===== src/hdl/rtsg_pkg.sv =====
package rtsg_pkg;

  localparam int SampleBits = 24;
  localparam int ProdBits   = SampleBits + 17;
  localparam int LevelBits  = 16;
  localparam int SmoothBits = 32;
  localparam int StepBits   = 34;

  localparam logic [1:0] ModeSample = 2'd0;
  localparam logic [1:0] ModeSet    = 2'd1;
  localparam logic [1:0] ModeSnap   = 2'd2;
  localparam logic [1:0] ModeUnused = 2'd3;

  localparam logic [LevelBits-1:0] UnityGain   = 16'd4096;
  localparam logic [LevelBits-1:0] UnityVolume = 16'd32768;

  typedef enum logic [1:0] {
    OP_SAMPLE,
    OP_SET,
    OP_SNAP
  } op_e;

  typedef struct packed {
    op_e                          op;
    logic signed [SampleBits-1:0] sample;
    logic                         frame_start;
    logic [LevelBits-1:0]         target_gain;
    logic [LevelBits-1:0]         target_volume;
  } item_t;

  typedef struct packed {
    logic idle;
    logic dividing;
  } back_status_t;

endpackage


===== src/hdl/rtsg_if.sv =====
interface rtsg_in_if;
  import rtsg_pkg::*;
  logic                         valid;
  logic                         ready;
  logic [1:0]                   mode;
  logic signed [SampleBits-1:0] sample_in;
  logic                         frame_start;
  logic [LevelBits-1:0]         target_gain;
  logic [LevelBits-1:0]         target_volume;
  modport source (output valid, mode, sample_in, frame_start, target_gain, target_volume,
                  input ready);
  modport sink (input valid, mode, sample_in, frame_start, target_gain, target_volume,
                output ready);
endinterface

interface rtsg_out_if;
  import rtsg_pkg::*;
  logic                         valid;
  logic                         ready;
  logic signed [SampleBits-1:0] sample_out;
  logic [LevelBits-1:0]         gain_now;
  logic [LevelBits-1:0]         volume_now;
  modport source (output valid, sample_out, gain_now, volume_now, input ready);
  modport sink (input valid, sample_out, gain_now, volume_now, output ready);
endinterface


===== src/hdl/ramped_two_stage_gain_core.sv =====
// Channel   Dir  Handshake      Payload
// in_i      in   valid/ready    mode, sample_in, frame_start, target_gain, target_volume
// out_o     out  valid/ready    sample_out, gain_now, volume_now
// cfg       in   cfg_we_i       cfg_wdata_i -> ramp_frames
//
// In the back end a sample passes glide update, gain multiply, volume
// multiply and output register in turn. A set-target item that changes a goal
// runs the one-bit-per-cycle step divider. A two-entry queue parts input
// from the back end; the output register holds a result under stall. Reset is
// asynchronous and restores unity levels.
module ramped_two_stage_gain_core (
  input  logic        clk_i,
  input  logic        rst_ni,
  rtsg_in_if.sink     in_i,
  rtsg_out_if.source  out_o,
  input  logic        cfg_we_i,
  input  logic [15:0] cfg_wdata_i
);
  import rtsg_pkg::*;

  logic         q_valid, q_ready;
  item_t        q_item;
  back_status_t status;
  logic [15:0]  ramp_frames_q;

  always_ff @(posedge clk_i or negedge rst_ni) begin
    if (!rst_ni) begin
      ramp_frames_q <= 16'd1;
    end else if (cfg_we_i) begin
      ramp_frames_q <= cfg_wdata_i;
    end
  end

  rtsg_front u_front (
    .clk_i     (clk_i),
    .rst_ni    (rst_ni),
    .in_i      (in_i),
    .q_valid_o (q_valid),
    .q_ready_i (q_ready),
    .q_item_o  (q_item)
  );

  rtsg_back u_back (
    .clk_i         (clk_i),
    .rst_ni        (rst_ni),
    .q_valid_i     (q_valid),
    .q_ready_o     (q_ready),
    .q_item_i      (q_item),
    .ramp_frames_i (ramp_frames_q),
    .out_o         (out_o),
    .status_o      (status)
  );

  a_pop_idle: assert property (@(posedge clk_i) disable iff (!rst_ni)
    (q_valid && q_ready) |-> status.idle)
    else $error("queue transfer while back end busy");

  a_div_no_pop: assert property (@(posedge clk_i) disable iff (!rst_ni)
    status.dividing |-> !q_ready)
    else $error("back end ready during division");

  a_out_after_work: assert property (@(posedge clk_i) disable iff (!rst_ni)
    $rose(out_o.valid) |-> $past(!status.idle))
    else $error("result without work");

endmodule


===== src/hdl/rtsg_front.sv =====
module rtsg_front (
  input  logic           clk_i,
  input  logic           rst_ni,
  rtsg_in_if.sink        in_i,
  output logic           q_valid_o,
  input  logic           q_ready_i,
  output rtsg_pkg::item_t q_item_o
);
  import rtsg_pkg::*;

  item_t      mem_q [2];
  logic       wr_ptr_q, wr_ptr_d;
  logic       rd_ptr_q, rd_ptr_d;
  logic [1:0] count_q, count_d;
  logic       push, pop, keep;
  item_t      item;

  always_comb begin
    unique case (in_i.mode)
      ModeSample: item.op = OP_SAMPLE;
      ModeSet:    item.op = OP_SET;
      default:    item.op = OP_SNAP;
    endcase
    item.sample        = in_i.sample_in;
    item.frame_start   = in_i.frame_start;
    item.target_gain   = in_i.target_gain;
    item.target_volume = in_i.target_volume;
  end

  assign in_i.ready = (count_q != 2'd2);
  // drop unused mode at the door
  assign keep  = (in_i.mode != ModeUnused);
  assign push  = in_i.valid && in_i.ready && keep;
  assign pop   = q_valid_o && q_ready_i;
  assign q_valid_o = (count_q != 2'd0);
  assign q_item_o  = mem_q[rd_ptr_q];

  always_comb begin
    wr_ptr_d = push ? ~wr_ptr_q : wr_ptr_q;
    rd_ptr_d = pop ? ~rd_ptr_q : rd_ptr_q;
    count_d  = count_q + {1'b0, push} - {1'b0, pop};
  end

  always_ff @(posedge clk_i or negedge rst_ni) begin
    if (!rst_ni) begin
      wr_ptr_q <= 1'b0;
      rd_ptr_q <= 1'b0;
      count_q  <= 2'd0;
    end else begin
      wr_ptr_q <= wr_ptr_d;
      rd_ptr_q <= rd_ptr_d;
      count_q  <= count_d;
    end
  end

  always_ff @(posedge clk_i) begin
    if (push) begin
      mem_q[wr_ptr_q] <= item;
    end
  end

endmodule


===== src/hdl/rtsg_back.sv =====
module rtsg_back (
  input  logic                  clk_i,
  input  logic                  rst_ni,
  input  logic                  q_valid_i,
  output logic                  q_ready_o,
  input  rtsg_pkg::item_t       q_item_i,
  input  logic [15:0]           ramp_frames_i,
  rtsg_out_if.source            out_o,
  output rtsg_pkg::back_status_t status_o
);
  import rtsg_pkg::*;

  localparam logic [2:0] StIdle = 3'd0;
  localparam logic [2:0] StDiv  = 3'd1;
  localparam logic [2:0] StMul1 = 3'd2;
  localparam logic [2:0] StMul2 = 3'd3;
  localparam logic [2:0] StOut  = 3'd4;
  localparam int DivSteps = StepBits - 1;

  function automatic logic signed [SampleBits-1:0] sat_round(
    input logic signed [ProdBits-1:0] p, input logic [3:0] k);
    logic signed [ProdBits:0] x;
    logic signed [ProdBits:0] hi;
    logic signed [ProdBits:0] lo;
    x  = ($signed({p[ProdBits-1], p}) + ($signed({{ProdBits{1'b0}}, 1'b1}) <<< (k - 4'd1)))
         >>> k;
    hi = $signed({{(ProdBits-SampleBits+2){1'b0}}, {(SampleBits-1){1'b1}}});
    lo = $signed({{(ProdBits-SampleBits+2){1'b1}}, {(SampleBits-1){1'b0}}});
    priority if (x > hi) sat_round = hi[SampleBits-1:0];
    else if (x < lo)     sat_round = lo[SampleBits-1:0];
    else                 sat_round = x[SampleBits-1:0];
  endfunction

  function automatic logic [SmoothBits-1:0] glide(
    input logic [SmoothBits-1:0] cur, input logic signed [StepBits-1:0] step,
    input logic [SmoothBits-1:0] goal);
    logic signed [StepBits-1:0] n;
    logic signed [StepBits-1:0] g;
    n = $signed({2'b00, cur}) + step;
    g = $signed({2'b00, goal});
    priority if (step > 0)  glide = (n < g) ? n[SmoothBits-1:0] : goal;
    else if (step < 0)      glide = (n > g) ? n[SmoothBits-1:0] : goal;
    else                    glide = cur;
  endfunction

  logic [2:0]                   st_q;
  logic [LevelBits-1:0]         goal_g_q, goal_v_q;
  logic [SmoothBits-1:0]        sm_g_q, sm_v_q;
  logic signed [StepBits-1:0]   dl_g_q, dl_v_q;
  logic [15:0]                  left_q;
  logic [15:0]                  len_q;
  logic [StepBits-2:0]          num_g_q, num_v_q;
  logic [15:0]                  rem_g_q, rem_v_q;
  logic                         neg_g_q, neg_v_q;
  logic [5:0]                   cnt_q;
  logic signed [SampleBits-1:0] s_q;
  logic [LevelBits-1:0]         g_q, v_q;
  logic signed [ProdBits-1:0]   p_q;
  logic                         ov_q;
  logic signed [SampleBits-1:0] os_q;
  logic [LevelBits-1:0]         og_q, ov_lvl_q;

  logic                         pop;
  logic [LevelBits-1:0]         tv;
  logic [15:0]                  len;
  logic [SmoothBits-1:0]        goal_gw, goal_vw, new_g, new_v;
  logic signed [StepBits-1:0]   dif_g, dif_v, mag_g, mag_v;
  logic [16:0]                  tr_g, tr_v;
  logic                         ok_g, ok_v;
  logic                         load_out;
  logic signed [SampleBits-1:0] s1;

  assign q_ready_o = (st_q == StIdle);
  assign pop       = q_valid_i && q_ready_o;
  assign status_o.idle     = (st_q == StIdle);
  assign status_o.dividing = (st_q == StDiv);

  assign tv      = (q_item_i.target_volume > UnityVolume) ? UnityVolume
                                                          : q_item_i.target_volume;
  assign len     = (ramp_frames_i == 16'd0) ? 16'd1 : ramp_frames_i;
  assign goal_gw = {goal_g_q, 16'h0000};
  assign goal_vw = {goal_v_q, 16'h0000};
  assign dif_g   = $signed({2'b00, q_item_i.target_gain, 16'h0000}) - $signed({2'b00, sm_g_q});
  assign dif_v   = $signed({2'b00, tv, 16'h0000}) - $signed({2'b00, sm_v_q});
  assign mag_g   = dif_g[StepBits-1] ? -dif_g : dif_g;
  assign mag_v   = dif_v[StepBits-1] ? -dif_v : dif_v;
  assign new_g   = glide(sm_g_q, dl_g_q, goal_gw);
  assign new_v   = glide(sm_v_q, dl_v_q, goal_vw);
  assign tr_g    = {rem_g_q, num_g_q[StepBits-2]};
  assign tr_v    = {rem_v_q, num_v_q[StepBits-2]};
  assign ok_g    = (tr_g >= {1'b0, len_q});
  assign ok_v    = (tr_v >= {1'b0, len_q});
  assign s1      = sat_round(p_q, 4'd12);
  assign load_out = (st_q == StOut) && (!ov_q || out_o.ready);

  assign out_o.valid      = ov_q;
  assign out_o.sample_out = os_q;
  assign out_o.gain_now   = og_q;
  assign out_o.volume_now = ov_lvl_q;

  always_ff @(posedge clk_i or negedge rst_ni) begin
    if (!rst_ni) begin
      st_q     <= StIdle;
      goal_g_q <= UnityGain;
      goal_v_q <= UnityVolume;
      sm_g_q   <= {UnityGain, 16'h0000};
      sm_v_q   <= {UnityVolume, 16'h0000};
      dl_g_q   <= '0;
      dl_v_q   <= '0;
      left_q   <= '0;
      ov_q     <= 1'b0;
    end else begin
      if (load_out) begin
        ov_q <= 1'b1;
      end else if (out_o.ready) begin
        ov_q <= 1'b0;
      end
      unique case (st_q)
        StIdle: begin
          if (pop) begin
            unique case (q_item_i.op)
              OP_SAMPLE: begin
                st_q <= StMul1;
                if (q_item_i.frame_start && left_q != 16'd0) begin
                  left_q <= left_q - 16'd1;
                  if (left_q == 16'd1) begin
                    sm_g_q <= goal_gw;
                    sm_v_q <= goal_vw;
                    dl_g_q <= '0;
                    dl_v_q <= '0;
                  end else begin
                    sm_g_q <= new_g;
                    sm_v_q <= new_v;
                  end
                end
              end
              OP_SET: begin
                if (q_item_i.target_gain != goal_g_q || tv != goal_v_q) begin
                  goal_g_q <= q_item_i.target_gain;
                  goal_v_q <= tv;
                  left_q   <= len;
                  st_q     <= StDiv;
                end
              end
              default: begin
                sm_g_q <= goal_gw;
                sm_v_q <= goal_vw;
                dl_g_q <= '0;
                dl_v_q <= '0;
                left_q <= '0;
              end
            endcase
          end
        end
        StDiv: begin
          if (cnt_q == 6'(DivSteps)) begin
            dl_g_q <= neg_g_q ? -$signed({1'b0, num_g_q}) : $signed({1'b0, num_g_q});
            dl_v_q <= neg_v_q ? -$signed({1'b0, num_v_q}) : $signed({1'b0, num_v_q});
            st_q   <= StIdle;
          end
        end
        StMul1: st_q <= StMul2;
        StMul2: st_q <= StOut;
        default: begin
          if (load_out) st_q <= StIdle;
        end
      endcase
    end
  end

  always_ff @(posedge clk_i) begin
    if (pop) begin
      s_q <= q_item_i.sample;
      if (q_item_i.frame_start && left_q == 16'd1) begin
        g_q <= goal_g_q;
        v_q <= goal_v_q;
      end else if (q_item_i.frame_start && left_q != 16'd0) begin
        g_q <= new_g[SmoothBits-1:16];
        v_q <= new_v[SmoothBits-1:16];
      end else begin
        g_q <= sm_g_q[SmoothBits-1:16];
        v_q <= sm_v_q[SmoothBits-1:16];
      end
      len_q   <= len;
      num_g_q <= mag_g[StepBits-2:0];
      num_v_q <= mag_v[StepBits-2:0];
      neg_g_q <= dif_g[StepBits-1];
      neg_v_q <= dif_v[StepBits-1];
      rem_g_q <= '0;
      rem_v_q <= '0;
      cnt_q   <= '0;
    end
    if (st_q == StDiv) begin
      cnt_q   <= cnt_q + 6'd1;
      rem_g_q <= ok_g ? 16'(tr_g - {1'b0, len_q}) : tr_g[15:0];
      rem_v_q <= ok_v ? 16'(tr_v - {1'b0, len_q}) : tr_v[15:0];
      num_g_q <= {num_g_q[StepBits-3:0], ok_g};
      num_v_q <= {num_v_q[StepBits-3:0], ok_v};
    end
    if (st_q == StMul1) begin
      p_q <= ProdBits'(s_q * $signed({1'b0, g_q}));
    end
    if (st_q == StMul2) begin
      p_q <= ProdBits'(s1 * $signed({1'b0, v_q}));
    end
    if (load_out) begin
      os_q     <= sat_round(p_q, 4'd15);
      og_q     <= g_q;
      ov_lvl_q <= v_q;
    end
  end

endmodule

===== src/flat_wrapper.sv =====
// flat-port wrapper written by rule: the top's interface ports become plain ports
module ramped_two_stage_gain_core_flat import rtsg_pkg::*;
  (clk_i, rst_ni, cfg_we_i, cfg_wdata_i, in_i_valid, in_i_mode, in_i_sample_in, in_i_frame_start, in_i_target_gain, in_i_target_volume, in_i_ready, out_o_valid, out_o_sample_out, out_o_gain_now, out_o_volume_now, out_o_ready);
  rtsg_in_if in_i_i ();
  rtsg_out_if out_o_i ();
  input  logic clk_i;
  input  logic rst_ni;
  input  logic cfg_we_i;
  input  logic [15:0] cfg_wdata_i;
  input wire logic [$bits(in_i_i.valid)-1:0] in_i_valid;
  input wire logic [$bits(in_i_i.mode)-1:0] in_i_mode;
  input wire logic [$bits(in_i_i.sample_in)-1:0] in_i_sample_in;
  input wire logic [$bits(in_i_i.frame_start)-1:0] in_i_frame_start;
  input wire logic [$bits(in_i_i.target_gain)-1:0] in_i_target_gain;
  input wire logic [$bits(in_i_i.target_volume)-1:0] in_i_target_volume;
  output wire logic [$bits(in_i_i.ready)-1:0] in_i_ready;
  output wire logic [$bits(out_o_i.valid)-1:0] out_o_valid;
  output wire logic [$bits(out_o_i.sample_out)-1:0] out_o_sample_out;
  output wire logic [$bits(out_o_i.gain_now)-1:0] out_o_gain_now;
  output wire logic [$bits(out_o_i.volume_now)-1:0] out_o_volume_now;
  input wire logic [$bits(out_o_i.ready)-1:0] out_o_ready;
  assign in_i_i.valid = in_i_valid;
  assign in_i_i.mode = in_i_mode;
  assign in_i_i.sample_in = in_i_sample_in;
  assign in_i_i.frame_start = in_i_frame_start;
  assign in_i_i.target_gain = in_i_target_gain;
  assign in_i_i.target_volume = in_i_target_volume;
  assign in_i_ready = in_i_i.ready;
  assign out_o_valid = out_o_i.valid;
  assign out_o_sample_out = out_o_i.sample_out;
  assign out_o_gain_now = out_o_i.gain_now;
  assign out_o_volume_now = out_o_i.volume_now;
  assign out_o_i.ready = out_o_ready;
  ramped_two_stage_gain_core u_core (.clk_i(clk_i), .rst_ni(rst_ni), .in_i(in_i_i), .out_o(out_o_i), .cfg_we_i(cfg_we_i), .cfg_wdata_i(cfg_wdata_i));
endmodule

===== config.mk =====
export PLATFORM = sky130hd
export DESIGN_NAME = ramped_two_stage_gain_core_flat
export DESIGN_NICKNAME = d
export VERILOG_FILES = /design/src/hdl/rtsg_pkg.sv /design/src/hdl/rtsg_if.sv /design/src/hdl/ramped_two_stage_gain_core.sv /design/src/hdl/rtsg_front.sv /design/src/hdl/rtsg_back.sv /design/src/flat_wrapper.sv
export SDC_FILE = /design/constraint.sdc
export NUM_CORES = 2
export LEC_CHECK = 0
export ABC_AREA = 1
export BUFFER_PORTS_ARGS = -buffer_cell sky130_fd_sc_hd__buf_2
export CAP_MARGIN = 20
export CORE_MARGIN = 2
export CORE_UTILIZATION = 45
export DETAILED_ROUTE_END_ITERATION = 6
export GPL_TIMING_DRIVEN = 1
export PLACE_DENSITY = 0.63
export SYNTH_ARGS = -nofsm -noshare
export SYNTH_HDL_FRONTEND = slang
export SYNTH_SLANG_ARGS = --single-unit

===== constraint.sdc =====
create_clock -name clk_i -period 11.1 [get_ports clk_i]
set_input_delay 1.11 -clock clk_i [delete_from_list [all_inputs] [get_ports clk_i]]
set_output_delay 1.11 -clock clk_i [all_outputs]
set_load 0.02 [all_outputs]

# Word-level counts from Yosys, hierarchy flattened
# Memories as Yosys holds them, arrays and structs flattened.
# Index checks and enable logic that the tools add are counted.
# Widths: inputs -> output; s select.
# op_classes
mux	62
bitwise_logic	3
multipliers	2
eq_ne	23
addsub	16
reduce_logical	27
order_cmp	15
# op_table
op	count
$mux 32	12
$mux 34	7
$mux 16	13
$pmux 34 s2	3
$mux 33	6
$pmux 32 s2	2
$mul 24x17->41	2
$mux 41	2
$mux 24	3
$add 33x34->34	2
$gt 34x1->1 const B	2
$gt 34x33->1	2
$lt 34x1->1 const B	2
$lt 34x33->1	2
$neg 33->34	2
$neg 33->33	2
$sub 32x32->33	2
$add 41x13->42 const B	1
$add 41x16->42 const B	1
$ge 17x16->1	2
$ne 16x16->1	2
$pmux 16 s2	1
$sub 16x16->16	2
$gt 30x24->1 const B	1
37 further kinds	72
# totals
output_inout_bits	58
ram_bits	118
ff_bits	479
input_bits	80
mem_count	1
word_cells	179
# memory_table
name	words	width	read_ports	rd_ports_with_merged_regs	wr	line_no	source
u_core.u_front.mem_q	2	59	1	0	1	rtsg_front.sv:11	item_t mem_q [2];

# Longest topological paths before layout
# An unclocked memory read counts as a cell.
# logic_depth
depth_word	9
depth_mapped	44
depth_no_buf	43

# Cells and area by module
# From an unflattened synthesis, not the netlist that was laid out.
# unflattened
hier_cells	8825
area_unflattened_um2	67688.7
# modules_own_cells
mod	cells_per_inst	instances	seq_area_each_um2	area_per_inst_um2
rtsg_back	8413	1	12537.0	62454.9
rtsg_front	344	1	3643.5	4588.2
ramped_two_stage_gain_core	68	1	401.6	645.6

# Worst setup path before layout
# OpenSTA, ideal clock, no wires.
# synth_path
path_type	register to register
from	register u_core.u_back.st_q[1]
to	register u_core.u_back.cnt_q[0], enable pin
path_stages_with_launch	6
required_time_ns	10.634
path_buffers	0
synth_period_minus_slack_ns	7.684
arrival_time_ns	7.217
setup_ns	0.466
setup_slack_ns	3.416
path_cell_list	dfrtp_1 > nor2_1 > nand2_1 > a21oi_1 > inv_1 > nand2_1
# synth_between
elab_chain_len	3
word_cells_on_any_way	4
classes_between	eq/ne (1); reduce/logical (3)
# synth_lines
element	line_no	source
from (decl)	rtsg_back.sv:46	logic [2:0] st_q;
from (signal assigned)	rtsg_back.sv:103	st_q <= StIdle;
from (signal assigned)	rtsg_back.sv:123	st_q <= StMul1;
from (signal assigned)	rtsg_back.sv:142	st_q <= StDiv;
$logic_not 3->1	rtsg_back.sv:73	assign q_ready_o = (st_q == StIdle);
$logic_and 1x1->1	rtsg_back.sv:74	assign pop = q_valid_i && q_ready_o;
via u_core.u_back.pop	rtsg_back.sv:63	logic pop;
$reduce_bool 2->1 (no source line)	-	
to (signal assigned)	rtsg_back.sv:194	cnt_q <= cnt_q + 6'd1;
to (decl)	rtsg_back.sv:55	logic [5:0] cnt_q;
# The timed path passes the listed nets, and every way through them passes these cells.
# A chain may end at the register's enable or synchronous reset.

# Worst setup path in the final report
# layout_path
from	register u_core.u_back.p_q[16]
to	register u_core.u_back.p_q[36], data pin
# layout_between
elab_chain_len	6
word_cells_on_any_way	7
classes_between	add/sub (1); mul (1); order compare (2); mux (3)
# layout_lines
element	line_no	source
from (decl)	rtsg_back.sv:58	logic signed [ProdBits-1:0] p_q;
from (signal assigned)	rtsg_back.sv:201	p_q <= ProdBits'(s_q * $signed({1'b0, g_q}));
from (signal assigned)	rtsg_back.sv:204	p_q <= ProdBits'(s1 * $signed({1'b0, v_q}));
$add 41x13->42 *	rtsg_back.sv:25	x = ($signed({p[ProdBits-1], p}) + ($signed({{ProdBits{1'b0}}, 1'b1}) <<< (k - 4'd1)))
$lt 30x24->1	rtsg_back.sv:30	else if (x < lo) sat_round = lo[SampleBits-1:0];
$mux 24	rtsg_back.sv:30	
$mux 24 *	rtsg_back.sv:29	priority if (x > hi) sat_round = hi[SampleBits-1:0];
$mul 24x17->41 *	rtsg_back.sv:204	
$mux 41 *	rtsg_back.sv:203	if (st_q == StMul2) begin
# Every way passes the cells marked *; elsewhere a longest branch is shown, timed or not.

==> impl_results.rst <==
.. list-table::
   :header-rows: 1

   * - Metric
     - Value
   * - Result of the run
     - finished, final reports clean
   * - Clock tree from TritonCTS
     - built
   * - RSZ-0062 raised after global routing
     - no
   * - Maximum number of buffers from clock root to sink
     - 3
   * - Final count of hold timing violations
     - 0
   * - Number of synthesized flops with an enable pin
     - 382
   * - Area grow syn2layout
     - 7.63%
   * - Area occupied by multi-input gates
     - 43000 um2
   * - Worst relative slew slack
     - 24.4%
   * - Pin count of the biggest net entering global routing
     - 97
   * - Grt ovf
     - 0
   * - Core area
     - 148000 um2
   * - Number of nets in the synthesized netlist
     - 9999
   * - Final TNS setup
     - 0 ns
   * - Inserted Diodes
     - 0
   * - Worst Reg2Reg Path Length in Cells
     - 38
   * - Number of clock sinks
     - 586
   * - Wire length per cell after detailed routing
     - 19.6 um
   * - Fraction of layout cells with a size suffix above 1
     - 4.36%
   * - H-tree levels
     - 3
   * - Maximum cell stage delay along the critical path
     - 0.68 ns
   * - Die footprint
     - 153000 um2
   * - Number of clock buffers inserted by TritonCTS
     - 73
   * - Type of the worst setup path
     - flop to flop
   * - Worst reg2reg path endpoint
     - u_core.u_back.p_q[36]$_DFFE_PP_
   * - Final net count
     - 9990
   * - Final HPWL from detailed placement
     - 165 mm
   * - Number of fillers in the final layout
     - 14.6k
   * - Worst Hold Class
     - primary input to async pin
   * - Final setup fails
     - 0
   * - Critical R2R Launch
     - u_core.u_back.p_q[16]$_DFFE_PP_
   * - Slowest stage cell, crit path
     - sky130_fd_sc_hd__o21ai_2
   * - Via count of the first global-routing pass
     - 57.6k
   * - Number of DRC markers in iteration 0
     - 5050
   * - Die Span X
     - 391 um
   * - Total via count after detailed routing
     - 57.9k
   * - Number of violations of the max-capacitance limit
     - 0
   * - GRT Total Usage
     - 27.9%
   * - Final period utilization
     - 91.1%
   * - Least-Margin Pin Slew
     - 1.13 ns
   * - Synthesized instance count
     - 8795
   * - Place WS
     - 1.14 ns
   * - Synthesized cell area
     - 67300 um2
   * - Element type at the critical path start
     - flop
   * - Cell chosen for the clock root
     - sky130_fd_sc_hd__clkbuf_16
   * - Number of storage elements in the synthesis netlist
     - 586
   * - Number of antenna violations at the first check in global routing
     - 4
   * - Initial standard-cell utilization of the core
     - 45.4%
   * - Maximum fanout encountered on the critical timing path
     - 23
   * - Worst R2R Setup Slack
     - 0.98 ns
   * - End point of the critical path
     - u_core.u_back.p_q[36]$_DFFE_PP_
   * - Routed wire length
     - 211 mm
   * - Die boundary height
     - 391 um
   * - Post-synthesis sequential area ratio
     - 24.6%
   * - Final antenna-violating net count
     - 0
   * - I/O pin count
     - 138
   * - Wire length of the first global-routing pass
     - 331 mm
   * - Average footprint of a synthesized cell
     - 7.66 um2
   * - Yosys synthesis warning count
     - 0
   * - First-pass iteration count of the detailed router
     - 6
   * - Resize count post-CTS
     - 0
   * - Via-per-instance ratio
     - 5.37
   * - Commonest non-fill, non-tap cells in the layout
     - sky130_fd_sc_hd__nand2_1 (2320), sky130_fd_sc_hd__inv_1 (1741), sky130_fd_sc_hd__fa_1 (754)
   * - Total DRC errors in the routed layout
     - 0
   * - Most common library cell in the layout ignoring fill and taps
     - sky130_fd_sc_hd__nand2_1
   * - Synth Flop Type
     - sky130_fd_sc_hd__edfxtp_1
   * - Clock-pin slew on the worst setup and hold paths
     - 0.06 ns
   * - Max Clock Freq
     - 98.9 MHz
   * - Timing startpoint of the critical path
     - u_core.u_back.p_q[16]$_DFFE_PP_
   * - WP data required
     - 11.52 ns
   * - Clock latency on the worst-skew pair
     - 0.70 ns
   * - Clock tree skew after final layout
     - 0.0402 ns
   * - Number of buffers inserted by port buffering
     - 137
   * - Final weighted congestion of routability-driven global placement
     - 0.968
   * - Minimum clock period
     - 10.12 ns
   * - Arrival time reported for the critical path endpoint
     - 10.53 ns
   * - Number of different library cells in the post-synthesis netlist
     - 57
   * - Share of async-settable or async-resettable flops after synthesis
     - 34.8%
   * - Site Rows
     - 141
   * - Number of slew-limit violations in the final report
     - 0
   * - Reg area
     - 16600 um2
   * - Critical path endpoint category
     - flop
   * - Min setup slack post-route
     - 0.985 ns
   * - Setup Buffers After CTS
     - 0
   * - CTS hold repair buffers
     - 0
routing by layer:
metal	global-route usage (%)	vias to the layer above	wire length, um
met4	9.55	0	7420
li1	-	27332	-
met2	46.4	1991	100000
met3	2.95	356	12400
met5	0	-	0
met1	38.0	28233	91000
critical path, delay by kind of cell (launching register included):
family / cells / cell delay, ns
AND/OR/NAND/NOR: 18 / 3.61
AO/OA/AOI/OAI: 5 / 1.30
adder cells (fa/ha/maj): 7 / 3.47
buffers and inverters: 8 / 1.04
flip-flops: 1 / 0.44
cells in the mapped netlist, types with 14 or more instances:
master | instances | share of area [%]
sky130_fd_sc_hd__a21o_1 | 14 | 0.16
sky130_fd_sc_hd__a21oi_1 | 375 | 2.8
sky130_fd_sc_hd__a22oi_1 | 29 | 0.32
sky130_fd_sc_hd__a31oi_1 | 17 | 0.16
sky130_fd_sc_hd__buf_1 | 14 | 0.078
sky130_fd_sc_hd__buf_2 | 29 | 0.22
sky130_fd_sc_hd__clkbuf_1 | 232 | 1.3
sky130_fd_sc_hd__dfrtp_1 | 199 | 7.4
sky130_fd_sc_hd__edfxtp_1 | 382 | 17
sky130_fd_sc_hd__fa_1 | 754 | 22
sky130_fd_sc_hd__ha_1 | 370 | 6.9
sky130_fd_sc_hd__inv_1 | 1742 | 9.7
sky130_fd_sc_hd__inv_2 | 15 | 0.084
sky130_fd_sc_hd__nand2_1 | 2323 | 13
sky130_fd_sc_hd__nand3_1 | 403 | 3.0
sky130_fd_sc_hd__nand3b_1 | 15 | 0.17
sky130_fd_sc_hd__nand4_1 | 111 | 1.0
sky130_fd_sc_hd__nor2_1 | 696 | 3.9
sky130_fd_sc_hd__nor3_1 | 95 | 0.71
sky130_fd_sc_hd__nor4_1 | 27 | 0.25
sky130_fd_sc_hd__o21a_1 | 28 | 0.31
sky130_fd_sc_hd__o21ai_0 | 422 | 3.1
sky130_fd_sc_hd__o21ai_1 | 26 | 0.19
sky130_fd_sc_hd__o21bai_1 | 16 | 0.18
sky130_fd_sc_hd__o22ai_1 | 51 | 0.47
sky130_fd_sc_hd__o31ai_1 | 18 | 0.20
sky130_fd_sc_hd__xnor2_1 | 78 | 1.0
sky130_fd_sc_hd__xor2_1 | 188 | 2.4
flip-flops by register name, summed over array words and instances, names as in the netlist, 3 cells and up:
register                        count
u_core.ramp_frames_q               16
u_core.u_back.cnt_q                 6
u_core.u_back.dl_g_q               34
u_core.u_back.dl_v_q               34
u_core.u_back.g_q                  16
u_core.u_back.goal_g_q             16
u_core.u_back.goal_v_q             16
u_core.u_back.left_q               16
u_core.u_back.len_q                16
u_core.u_back.num_g_q              33
u_core.u_back.num_v_q              33
u_core.u_back.out_o.gain_now       16
u_core.u_back.out_o.sample_out     24
u_core.u_back.out_o.volume_now     16
u_core.u_back.p_q                  30
u_core.u_back.rem_g_q              16
u_core.u_back.rem_v_q              16
u_core.u_back.s_q                  24
u_core.u_back.sm_g_q               32
u_core.u_back.sm_v_q               32
u_core.u_back.st_q                  3
u_core.u_back.v_q                  16
u_core.u_front.mem_q              118
kinds of logic (layout without fill, tap and decap cells):
kind of cell             after synthesis  count (layout)  synth area share [%]
buffers and inverters               2055            2107                  11.6
AND/OR/NAND/NOR                     3716            3716                  22.4
XOR/XNOR                             266             266                  3.46
AO/OA/AOI/OAI                       1046            1046                  8.53
flip-flops                           586             586                  24.6
multiplexers                           2               2                0.0297
adder cells (fa/ha/maj)             1124            1124                  29.3
area by class of cell:
type / count / area share [%]
clock buffer: 90 / 2.72
clock inverter: 46 / 0.898
inverter: 1769 / 9.16
multi-input combinational: 6154 / 59.4
sequential: 586 / 22.9
tap: 1930 / 3.33
timing repair buffer: 202 / 1.63
per-stage QoR:
step / hold slack, ns / instance area [um2] / std cells / util [%]
2_1_floorplan: 0.424 / 67300 / 8795 / -
3_3_place_gp: 0.434 / 69800 / 10638 / 47.1
3_5_place_dp: 0.438 / 69800 / 10638 / 47.1
4_1_cts: 0.443 / 72400 / 10774 / 48.9
5_1_grt: 0.447 / 72500 / 10777 / 48.9
6_report: 0.419 / 72500 / 10777 / 48.9
worst min path at each step:
stage                     slack [ns]                             from                                           end  depth (start not counted)
after floorplan                 0.42  u_core.u_back.v_q[11]$_DFFE_PP_  u_core.u_back.out_o.volume_now[11]$_DFFE_PP_                          0
after global placement          0.43  u_core.u_back.v_q[15]$_DFFE_PP_  u_core.u_back.out_o.volume_now[15]$_DFFE_PP_                          0
after detailed placement        0.44  u_core.u_back.v_q[15]$_DFFE_PP_  u_core.u_back.out_o.volume_now[15]$_DFFE_PP_                          0
after CTS                       0.44                           rst_ni           u_core.u_back.left_q[2]$_DFFE_PN0P_                          1
after global routing            0.45                           rst_ni           u_core.u_back.left_q[3]$_DFFE_PN0P_                          1
final                           0.42                           rst_ni           u_core.u_back.left_q[2]$_DFFE_PN0P_                          1
Power is not shown: default switching activity piles up to over one toggle a cycle in this logic, so the estimate is an artifact.
